## config.mk

```make
export PLATFORM = sky130hd
export DESIGN_NAME = framed_sum_check_receiver
export DESIGN_NICKNAME = d
export VERILOG_FILES = /design/src/hw/rtl/fsc_pkg.sv /design/src/hw/rtl/fsc_ram.sv /design/src/hw/rtl/fsc_slotq.sv /design/src/hw/rtl/fsc_front.sv /design/src/hw/rtl/fsc_back.sv /design/src/hw/rtl/framed_sum_check_receiver.sv
export SDC_FILE = /design/constraint.sdc
export NUM_CORES = 1
export LEC_CHECK = 0
export ABC_AREA = 1
export BUFFER_PORTS_ARGS = -buffer_cell sky130_fd_sc_hd__buf_2
export CAP_MARGIN = 20
export CORE_AREA = 10 10 302 304
export DETAILED_ROUTE_END_ITERATION = 16
export DIE_AREA = 0 0 312 314
export GPL_TIMING_DRIVEN = 0
export MAX_ROUTING_LAYER = met4
export PLACE_DENSITY_LB_ADDON = 0.05
export RECOVER_POWER = 25
export SLEW_MARGIN = 10
export SYNTH_ARGS = -nofsm -noshare
export SYNTH_HDL_FRONTEND = slang
export SYNTH_SLANG_ARGS = --single-unit
```

## constraint.sdc

```tcl
create_clock -name clk -period 3 [get_ports clk]
set_input_delay 0.6 -clock clk [delete_from_list [all_inputs] [get_ports clk]]
set_output_delay 0.6 -clock clk [all_outputs]
set_load 0.02 [all_outputs]
```

## src/hw/rtl/fsc_pkg.sv

```systemverilog
// fsc_pkg: shared constants and types for the framed sum check receiver
// no dependencies; imported by fsc_slotq, fsc_front, fsc_back and the top level
package fsc_pkg;

    localparam int BYTE_W        = 8;
    localparam int POS_W         = 6;
    localparam int SUM_W         = 16;
    localparam int FRAME_LEN_DEF = 32;

    localparam logic [BYTE_W-1:0] HDR_BYTE = 8'h3A;
    localparam logic [BYTE_W-1:0] CR_BYTE  = 8'h0D;
    localparam logic [BYTE_W-1:0] LF_BYTE  = 8'h0A;

    // state of the two frame slots shared by front and back
    typedef struct packed {
        logic full;
        logic empty;
        logic wr_slot;
        logic rd_slot;
    } fsc_slot_status_t;

endpackage

```

## src/hw/rtl/fsc_ram.sv

```systemverilog
// fsc_ram: generic single write port, single read port ram with registered read
// no dependencies
module fsc_ram #(
    parameter int WIDTH = 8,
    parameter int DEPTH = 64
) (
    input  logic                     clk,
    input  logic                     we,
    input  logic [$clog2(DEPTH)-1:0] waddr,
    input  logic [WIDTH-1:0]         wdata,
    input  logic                     re,
    input  logic [$clog2(DEPTH)-1:0] raddr,
    output logic [WIDTH-1:0]         rdata
);

    logic [WIDTH-1:0] mem [DEPTH];
    logic [WIDTH-1:0] rdata_reg;

    always_ff @(posedge clk)
    begin
        if (we)
        begin
            mem[waddr] <= wdata;
        end
        if (re)
        begin
            rdata_reg <= mem[raddr];
        end
    end

    assign rdata = rdata_reg;

endmodule

```

## src/hw/rtl/fsc_slotq.sv

```systemverilog
// fsc_slotq: two-entry queue of finished frame slots between front and back
// depends on fsc_pkg for the slot status struct
module fsc_slotq
    import fsc_pkg::*;
(
    input  logic             clk,
    input  logic             rst_n,
    input  logic             push,
    input  logic             pop,
    output fsc_slot_status_t status
);

    logic [1:0] count_reg, count_next;
    logic       wr_ptr_reg, wr_ptr_next;
    logic       rd_ptr_reg, rd_ptr_next;

    always_comb
    begin
        count_next  = count_reg;
        wr_ptr_next = wr_ptr_reg;
        rd_ptr_next = rd_ptr_reg;
        if (push)
        begin
            wr_ptr_next = ~wr_ptr_reg;
        end
        if (pop)
        begin
            rd_ptr_next = ~rd_ptr_reg;
        end
        if (push && !pop)
        begin
            count_next = count_reg + 2'd1;
        end
        else if (pop && !push)
        begin
            count_next = count_reg - 2'd1;
        end
    end

    always_ff @(posedge clk or negedge rst_n)
    begin
        if (!rst_n)
        begin
            count_reg  <= 2'd0;
            wr_ptr_reg <= 1'b0;
            rd_ptr_reg <= 1'b0;
        end
        else
        begin
            count_reg  <= count_next;
            wr_ptr_reg <= wr_ptr_next;
            rd_ptr_reg <= rd_ptr_next;
        end
    end

    assign status.full    = (count_reg == 2'd2);
    assign status.empty   = (count_reg == 2'd0);
    assign status.wr_slot = wr_ptr_reg;
    assign status.rd_slot = rd_ptr_reg;

endmodule

```

## src/hw/rtl/fsc_front.sv

```systemverilog
// fsc_front: header hunt, frame capture into the slot ram and running checksum
// depends on fsc_pkg for byte constants and the slot status struct
module fsc_front
    import fsc_pkg::*;
#(
    parameter int FRAME_LEN = FRAME_LEN_DEF
) (
    input  logic                               clk,
    input  logic                               rst_n,
    input  logic                               in_valid,
    output logic                               in_ready,
    input  logic [BYTE_W-1:0]                  rx_byte,
    input  fsc_slot_status_t                   status,
    output logic                               push,
    output logic                               wr_en,
    output logic [$clog2(FRAME_LEN):0]         wr_addr,
    output logic [BYTE_W-1:0]                  wr_data
);

    localparam int PW = $clog2(FRAME_LEN);
    localparam int FW = $clog2(FRAME_LEN + 1);

    typedef enum logic [3:0] {
        PH_HUNT = 4'b0001,
        PH_BODY = 4'b0010,
        PH_TAIL = 4'b0100,
        PH_DONE = 4'b1000
    } fsc_phase_t;

    fsc_phase_t       phase_reg, phase_next;
    logic [FW-1:0]    fill_reg, fill_next;
    logic [SUM_W-1:0] sum_reg, sum_next;
    logic [SUM_W-1:0] want_reg, want_next;
    logic             accept;
    logic             store;

    // the slot being filled must not still wait for read-out
    assign in_ready = !status.full;
    assign accept   = in_valid && in_ready;

    always_comb
    begin
        phase_next = phase_reg;
        fill_next  = fill_reg;
        sum_next   = sum_reg;
        want_next  = want_reg;
        store      = 1'b0;
        push       = 1'b0;
        if (accept)
        begin
            unique case (phase_reg)
                PH_HUNT:
                begin
                    if (rx_byte == HDR_BYTE)
                    begin
                        phase_next = PH_BODY;
                        store      = 1'b1;
                    end
                end
                PH_BODY:
                begin
                    if (rx_byte == CR_BYTE && fill_reg == FW'(FRAME_LEN - 2))
                    begin
                        phase_next = PH_TAIL;
                        store      = 1'b1;
                    end
                    else if (fill_reg != FW'(FRAME_LEN))
                    begin
                        store = 1'b1;
                    end
                    else
                    begin
                        phase_next = PH_HUNT;
                        fill_next  = '0;
                    end
                end
                PH_TAIL:
                begin
                    if (rx_byte == LF_BYTE && fill_reg == FW'(FRAME_LEN - 1))
                    begin
                        phase_next = PH_DONE;
                        store      = 1'b1;
                    end
                    else if (fill_reg != FW'(FRAME_LEN))
                    begin
                        store = 1'b1;
                    end
                    else
                    begin
                        phase_next = PH_HUNT;
                        fill_next  = '0;
                    end
                end
                PH_DONE:
                begin
                    // trailing word is dropped; the check decides on it
                    push       = (sum_reg == want_reg);
                    phase_next = PH_HUNT;
                    fill_next  = '0;
                end
                default:
                begin
                    phase_next = PH_HUNT;
                    fill_next  = '0;
                end
            endcase
        end

        if (store)
        begin
            fill_next = fill_reg + FW'(1);
            if (fill_reg == '0)
            begin
                sum_next = '0;
            end
            else if (fill_reg <= FW'(FRAME_LEN - 5))
            begin
                sum_next = sum_reg + SUM_W'(rx_byte);
            end
            if (fill_reg == FW'(FRAME_LEN - 4))
            begin
                want_next[7:0] = rx_byte;
            end
            if (fill_reg == FW'(FRAME_LEN - 3))
            begin
                want_next[15:8] = rx_byte;
            end
        end
    end

    assign wr_en   = store;
    assign wr_addr = {status.wr_slot, fill_reg[PW-1:0]};
    assign wr_data = rx_byte;

    always_ff @(posedge clk or negedge rst_n)
    begin
        if (!rst_n)
        begin
            phase_reg <= PH_HUNT;
            fill_reg  <= '0;
        end
        else
        begin
            phase_reg <= phase_next;
            fill_reg  <= fill_next;
        end
    end

    always_ff @(posedge clk)
    begin
        sum_reg  <= sum_next;
        want_reg <= want_next;
    end

endmodule

```

## src/hw/rtl/fsc_back.sv

```systemverilog
// fsc_back: reads a checked frame out of its slot, one word per cycle while out_ready is high
// depends on fsc_pkg for widths and the slot status struct
module fsc_back
    import fsc_pkg::*;
#(
    parameter int FRAME_LEN = FRAME_LEN_DEF
) (
    input  logic                       clk,
    input  logic                       rst_n,
    input  fsc_slot_status_t           status,
    output logic                       pop,
    output logic                       rd_en,
    output logic [$clog2(FRAME_LEN):0] rd_addr,
    output logic                       out_valid,
    input  logic                       out_ready,
    output logic [POS_W-1:0]           byte_position,
    output logic                       last
);

    localparam int PW = $clog2(FRAME_LEN);
    localparam int FW = $clog2(FRAME_LEN + 1);

    logic [FW-1:0]    cnt_reg, cnt_next;
    logic [POS_W-1:0] pos_reg;
    logic             last_reg;
    logic             valid_reg, valid_next;
    logic             out_take;

    assign out_take = valid_reg && out_ready;
    // ram output is the payload register, so a read only goes out when it is free
    assign rd_en    = !status.empty && (cnt_reg != FW'(FRAME_LEN))
                      && (!valid_reg || out_ready);
    assign rd_addr  = {status.rd_slot, cnt_reg[PW-1:0]};
    assign pop      = out_take && last_reg;

    always_comb
    begin
        cnt_next   = cnt_reg;
        valid_next = valid_reg;
        if (rd_en)
        begin
            cnt_next   = cnt_reg + FW'(1);
            valid_next = 1'b1;
        end
        else if (out_take)
        begin
            valid_next = 1'b0;
        end
        if (pop)
        begin
            cnt_next = '0;
        end
    end

    always_ff @(posedge clk or negedge rst_n)
    begin
        if (!rst_n)
        begin
            cnt_reg   <= '0;
            valid_reg <= 1'b0;
            last_reg  <= 1'b0;
        end
        else
        begin
            cnt_reg   <= cnt_next;
            valid_reg <= valid_next;
            if (rd_en)
            begin
                last_reg <= (cnt_reg == FW'(FRAME_LEN - 1));
            end
        end
    end

    always_ff @(posedge clk)
    begin
        if (rd_en)
        begin
            pos_reg <= POS_W'(cnt_reg);
        end
    end

    assign out_valid     = valid_reg;
    assign byte_position = pos_reg;
    assign last          = last_reg;

endmodule

```

## src/hw/rtl/framed_sum_check_receiver.sv

```systemverilog
// framed_sum_check_receiver: top level of the framed additive checksum receiver
// depends on fsc_pkg, fsc_ram, fsc_front, fsc_slotq and fsc_back
//
// Input channel (in_valid, in_ready, rx_byte) takes one received byte per
// word. The front hunts for the 0x3A header, stores FRAME_LEN bytes ending in
// 0x0D 0x0A into one of two frame slots of a ram and sums the body as it goes.
// The byte after the 0x0A is consumed and dropped; on it the sum is compared
// with the little-endian word before the 0x0D.
// Output channel (out_valid, out_ready, frame_byte, byte_position, last)
// gives a passing frame as FRAME_LEN words, last set on the final one.
// Input takes one word per cycle while in_ready is high. With the read-out
// side idle, a passing frame's first word leaves the ram's registered read
// once the trailing byte is accepted, then one word per cycle while out_ready
// is high; the read-out rate is set by the single read port of the slot ram.
// A stalled receiver holds the current word. The front keeps filling the
// other slot; in_ready drops only when both slots hold frames waiting for
// read-out. Reset returns the front to hunting and empties the slot queue;
// ram contents are not cleared.
module framed_sum_check_receiver
    import fsc_pkg::*;
#(
    parameter int FRAME_LEN = FRAME_LEN_DEF
) (
    input  logic              clk,
    input  logic              rst_n,
    input  logic              in_valid,
    output logic              in_ready,
    input  logic [BYTE_W-1:0] rx_byte,
    output logic              out_valid,
    input  logic              out_ready,
    output logic [BYTE_W-1:0] frame_byte,
    output logic [POS_W-1:0]  byte_position,
    output logic              last
);

    localparam int AW        = $clog2(FRAME_LEN) + 1;
    localparam int RAM_DEPTH = 2 ** AW;

    fsc_slot_status_t  status;
    logic              push;
    logic              pop;
    logic              wr_en;
    logic [AW-1:0]     wr_addr;
    logic [BYTE_W-1:0] wr_data;
    logic              rd_en;
    logic [AW-1:0]     rd_addr;

    fsc_front #(
        .FRAME_LEN(FRAME_LEN)
    ) u_front (
        .clk      (clk),
        .rst_n    (rst_n),
        .in_valid (in_valid),
        .in_ready (in_ready),
        .rx_byte  (rx_byte),
        .status   (status),
        .push     (push),
        .wr_en    (wr_en),
        .wr_addr  (wr_addr),
        .wr_data  (wr_data)
    );

    fsc_slotq u_slotq (
        .clk    (clk),
        .rst_n  (rst_n),
        .push   (push),
        .pop    (pop),
        .status (status)
    );

    fsc_ram #(
        .WIDTH(BYTE_W),
        .DEPTH(RAM_DEPTH)
    ) u_ram (
        .clk   (clk),
        .we    (wr_en),
        .waddr (wr_addr),
        .wdata (wr_data),
        .re    (rd_en),
        .raddr (rd_addr),
        .rdata (frame_byte)
    );

    fsc_back #(
        .FRAME_LEN(FRAME_LEN)
    ) u_back (
        .clk           (clk),
        .rst_n         (rst_n),
        .status        (status),
        .pop           (pop),
        .rd_en         (rd_en),
        .rd_addr       (rd_addr),
        .out_valid     (out_valid),
        .out_ready     (out_ready),
        .byte_position (byte_position),
        .last          (last)
    );

`ifndef SYNTH
    a_last_pos: assert property (@(posedge clk) disable iff (!rst_n)
        out_valid && last |-> byte_position == POS_W'(FRAME_LEN - 1))
        else $error("last word not at final frame position");

    a_first_hdr: assert property (@(posedge clk) disable iff (!rst_n)
        out_valid && byte_position == '0 |-> frame_byte == HDR_BYTE)
        else $error("frame read-out does not start with header");

    a_last_lf: assert property (@(posedge clk) disable iff (!rst_n)
        out_valid && last |-> frame_byte == LF_BYTE)
        else $error("frame read-out does not end with line feed");

    a_pos_step: assert property (@(posedge clk) disable iff (!rst_n)
        out_valid && out_ready && !last
        |=> out_valid && byte_position == $past(byte_position) + POS_W'(1))
        else $error("frame read-out skipped or stalled mid-frame");
`endif

endmodule
```

==> reports/results.ini <==
[outcome]
run_status = finished with violations
violations = capacitance limit, slew limit

[placement]
numPortBuffers = 28
post-dp-hpwl_mm = 66.35
dp.cells = 3600
place.gp.congestion = 0.9210
placed_cell_area_mm2 = 0.02728

[drt]
vias_per_cell = 4.781
route.detailed.drc = 0
final_antenna_net_count = 0
wl_per_cell_um = 25.13
drt_iter0_drc = 1691
drt_first_pass_iters = 6
wirelength_mm = 93.79
vias = 17840

[power_and_ir_drop]
vdd_drop_max_v = 0.0003917
leakagePower_nw = 11.48
intPower_mw = 13.67
p_comb_frac = 0.029
swShare = 0.2243
power_frac_seq = 0.507
pwr_density_cell_mw_per_mm2 = 593.4
switchingPower_mw = 3.952
p_clk_frac = 0.464

[floorplanning]
die_h_um = 314
fp.dieW_um = 312
core_mm2 = 0.08488
start_util = 0.2988
ios = 29
dieArea_mm2 = 0.09797
core.rowCount = 107

[worst_setup_path]
required_ns = 3.45
criticalPathCategory = reg -> reg
end_kind = flip-flop
path_max_fanout = 10
reg2reg_slack_ns = 0.04
cp.arrival_ns = 3.41
crit_path_start_kind = flip-flop

[global_routing]
use_met2 = 0.3000
grt.busiest_layer = met2
met1_usage = 0.2691
overflow = 0
grt_antenna_before_repair = 1
gr-usage-all-layers = 0.1943
grt_max_degree = 50
grt_use_met3 = 0.02848
grt_pass1_wl_mm = 132.0
grt_pass1_vias = 17270

[logic_synthesis]
syn_avg_cell_area_um2 = 10.53
ys_types = 41
ys_ff_latch = 580
synth_area_mm2 = 0.02537
synthesis.nets = 2436
yosysSeqAreaShare = 0.6823
yosys_warnings = 0
netlist_instances = 2408

[sta]
worstMarginPinSlew_ns = 1.971
period_needed_ns = 2.961
hold_viol_final = 0
min_period_over_period = 0.9871
skew_ns = 0.02455
rsz0062_at_grt = true
drv_slew = 41
slew_headroom = -0.3142
setup-tns-final_ns = 0
finalSetupViolCount = 0
max_clock_freq_ghz = 0.3377

[finish]
layout.cells.non_filler = 3732
layout_common_cells = nand2_1 (791), edfxtp_1 (558), nand3_1 (306), inv_1 (228), nor2_1 (130)
multi_input_area_mm2 = 0.006830
layout.nets = 2565
drive_gt1_frac = 0.1237
fillerInstances = 8619
final_common_cell = nand2_1
largest_reg_flops = 512
final_core_utilization = 0.3499
fin_area_mm2 = 0.02970
register_area_mm2 = 0.01731
areaGrowthSynthToFinish_pct = 17.08

[cts]
cts-root-buf = clkbuf_16
numCtsBuffers = 70
cts-htree-levels = 3
clkSinkCount = 580
clk_latency_ns = 0.62
clkTransAtPathRegs_ns = 0.06
cts_tree = done
clk_path_buf_depth = 3

[worst_hold_path]
hp-class = in -> reg

[run]
maxCapViolations = 1

==> final timing paths <==
path | cells after the start | from | end
max in group asynchronous | 2 | rst_n | u_back.cnt_reg[5]
max | 9 | u_back.cnt_reg[1] | u_ram.rdata[6]
min in group asynchronous | 2 | rst_n | u_back.out_valid
min | 4 | out_ready | u_back.out_valid
min reg2reg | 2 | u_front.phase_reg[0] | u_front.phase_reg[0]
max reg2reg | 9 | u_back.cnt_reg[1] | u_ram.rdata[6]
==> Yosys cell counts, drive strengths merged <==
master / count / area (µm²)
a21boi: 1 / 18.77
a21o: 1 / 7.510
a21oi: 45 / 225.2
a31oi: 1 / 6.260
and2: 1 / 6.260
and3: 2 / 12.51
buf: 93 / 471.7
clkbuf: 15 / 56.30
clkinv: 3 / 11.26
dfrtp: 21 / 525.5
dfstp: 1 / 26.28
edfxtp: 558 / 16760
fa: 1 / 20.02
ha: 15 / 187.7
inv: 234 / 890.9
nand2: 801 / 3119
nand3: 307 / 1541
nand4: 13 / 81.33
nor2: 187 / 706.9
nor3: 11 / 60.06
o211ai: 26 / 195.2
o21a: 1 / 7.510
o21ai: 46 / 241.5
o22ai: 5 / 31.28
or2: 3 / 18.77
xnor2: 8 / 70.07
xor2: 8 / 70.07
==> worst max-delay path, cell delays in order (launching register included) <==
cell      delay [ns]
dfrtp_1         0.45
buf_2           0.24
buf_2           0.26
clkbuf_1        0.75
nand2_1         0.14
a21oi_1         0.31
nor2_1          0.15
nand2_1         0.11
nand3_1         0.16
nand2_1         0.20
==> per-stage QoR <==
| step | worst slack (ns) | hold slack, ns | power (mW) |
|---|---|---|---|
| after global placement | -2.453 | 0.4864 | 9.605 |
| after CTS | -0.1942 | 0.2393 | 17.82 |
| final | 0.03866 | 0.2644 | 17.62 |
| after detailed placement | -0.6924 | 0.4722 | 9.634 |
| after floorplan | 0.1769 | 0.3044 | 9.327 |
| after global routing | -0.1350 | 0.2913 | 18.19 |
==> cell type report <==
class,count,area share
Antenna cell,2,0.0001685
Buffer,106,0.01744
Clock buffer,84,0.06180
Clock inverter,37,0.01045
Inverter,237,0.03050
Multi-Input combinational cell,1483,0.2300
Sequential cell,580,0.5828
Tap cell,1144,0.04820
Timing Repair Buffer,58,0.01841
Timing Repair inverter,1,0.0002528
==> per-layer routing <==
layer  share of wire  vias up
met1            0.47     8919
met3           0.050      125
li1                -     8335
met4           0.022        0
met5               0        -
met2            0.46      464
==> cell families after synthesis <==
kind of cell             Yosys count  share of synthesized area
buffers and inverters            345                    0.05638
XOR/XNOR                          16                   0.005525
adder cells (fa/ha/maj)           16                   0.008188
AO/OA/AOI/OAI                    126                    0.02891
AND/OR/NAND/NOR                 1325                     0.2187
flip-flops                       580                     0.6823
==> power groups by stage <==
stage	Clock [mW]	Sequential [mW]	Combinational (mW)
CTS	8.36	8.94	0.532
detailed placement	0	9.10	0.529
floorplan	0	9.10	0.228
global route	8.69	8.94	0.568
global placement	0	9.12	0.489
finish	8.17	8.94	0.511
==> repair_timing <==
item	in CTS	in global routing
gates cloned	1	0
resized for setup	39	27
setup endpoints to repair	342	230
hold buffers	1	0
setup buffers	6	3
endpoints found under the hold margin	2	0
pin swaps	1	2
Power figures use the tool's default switching activity.
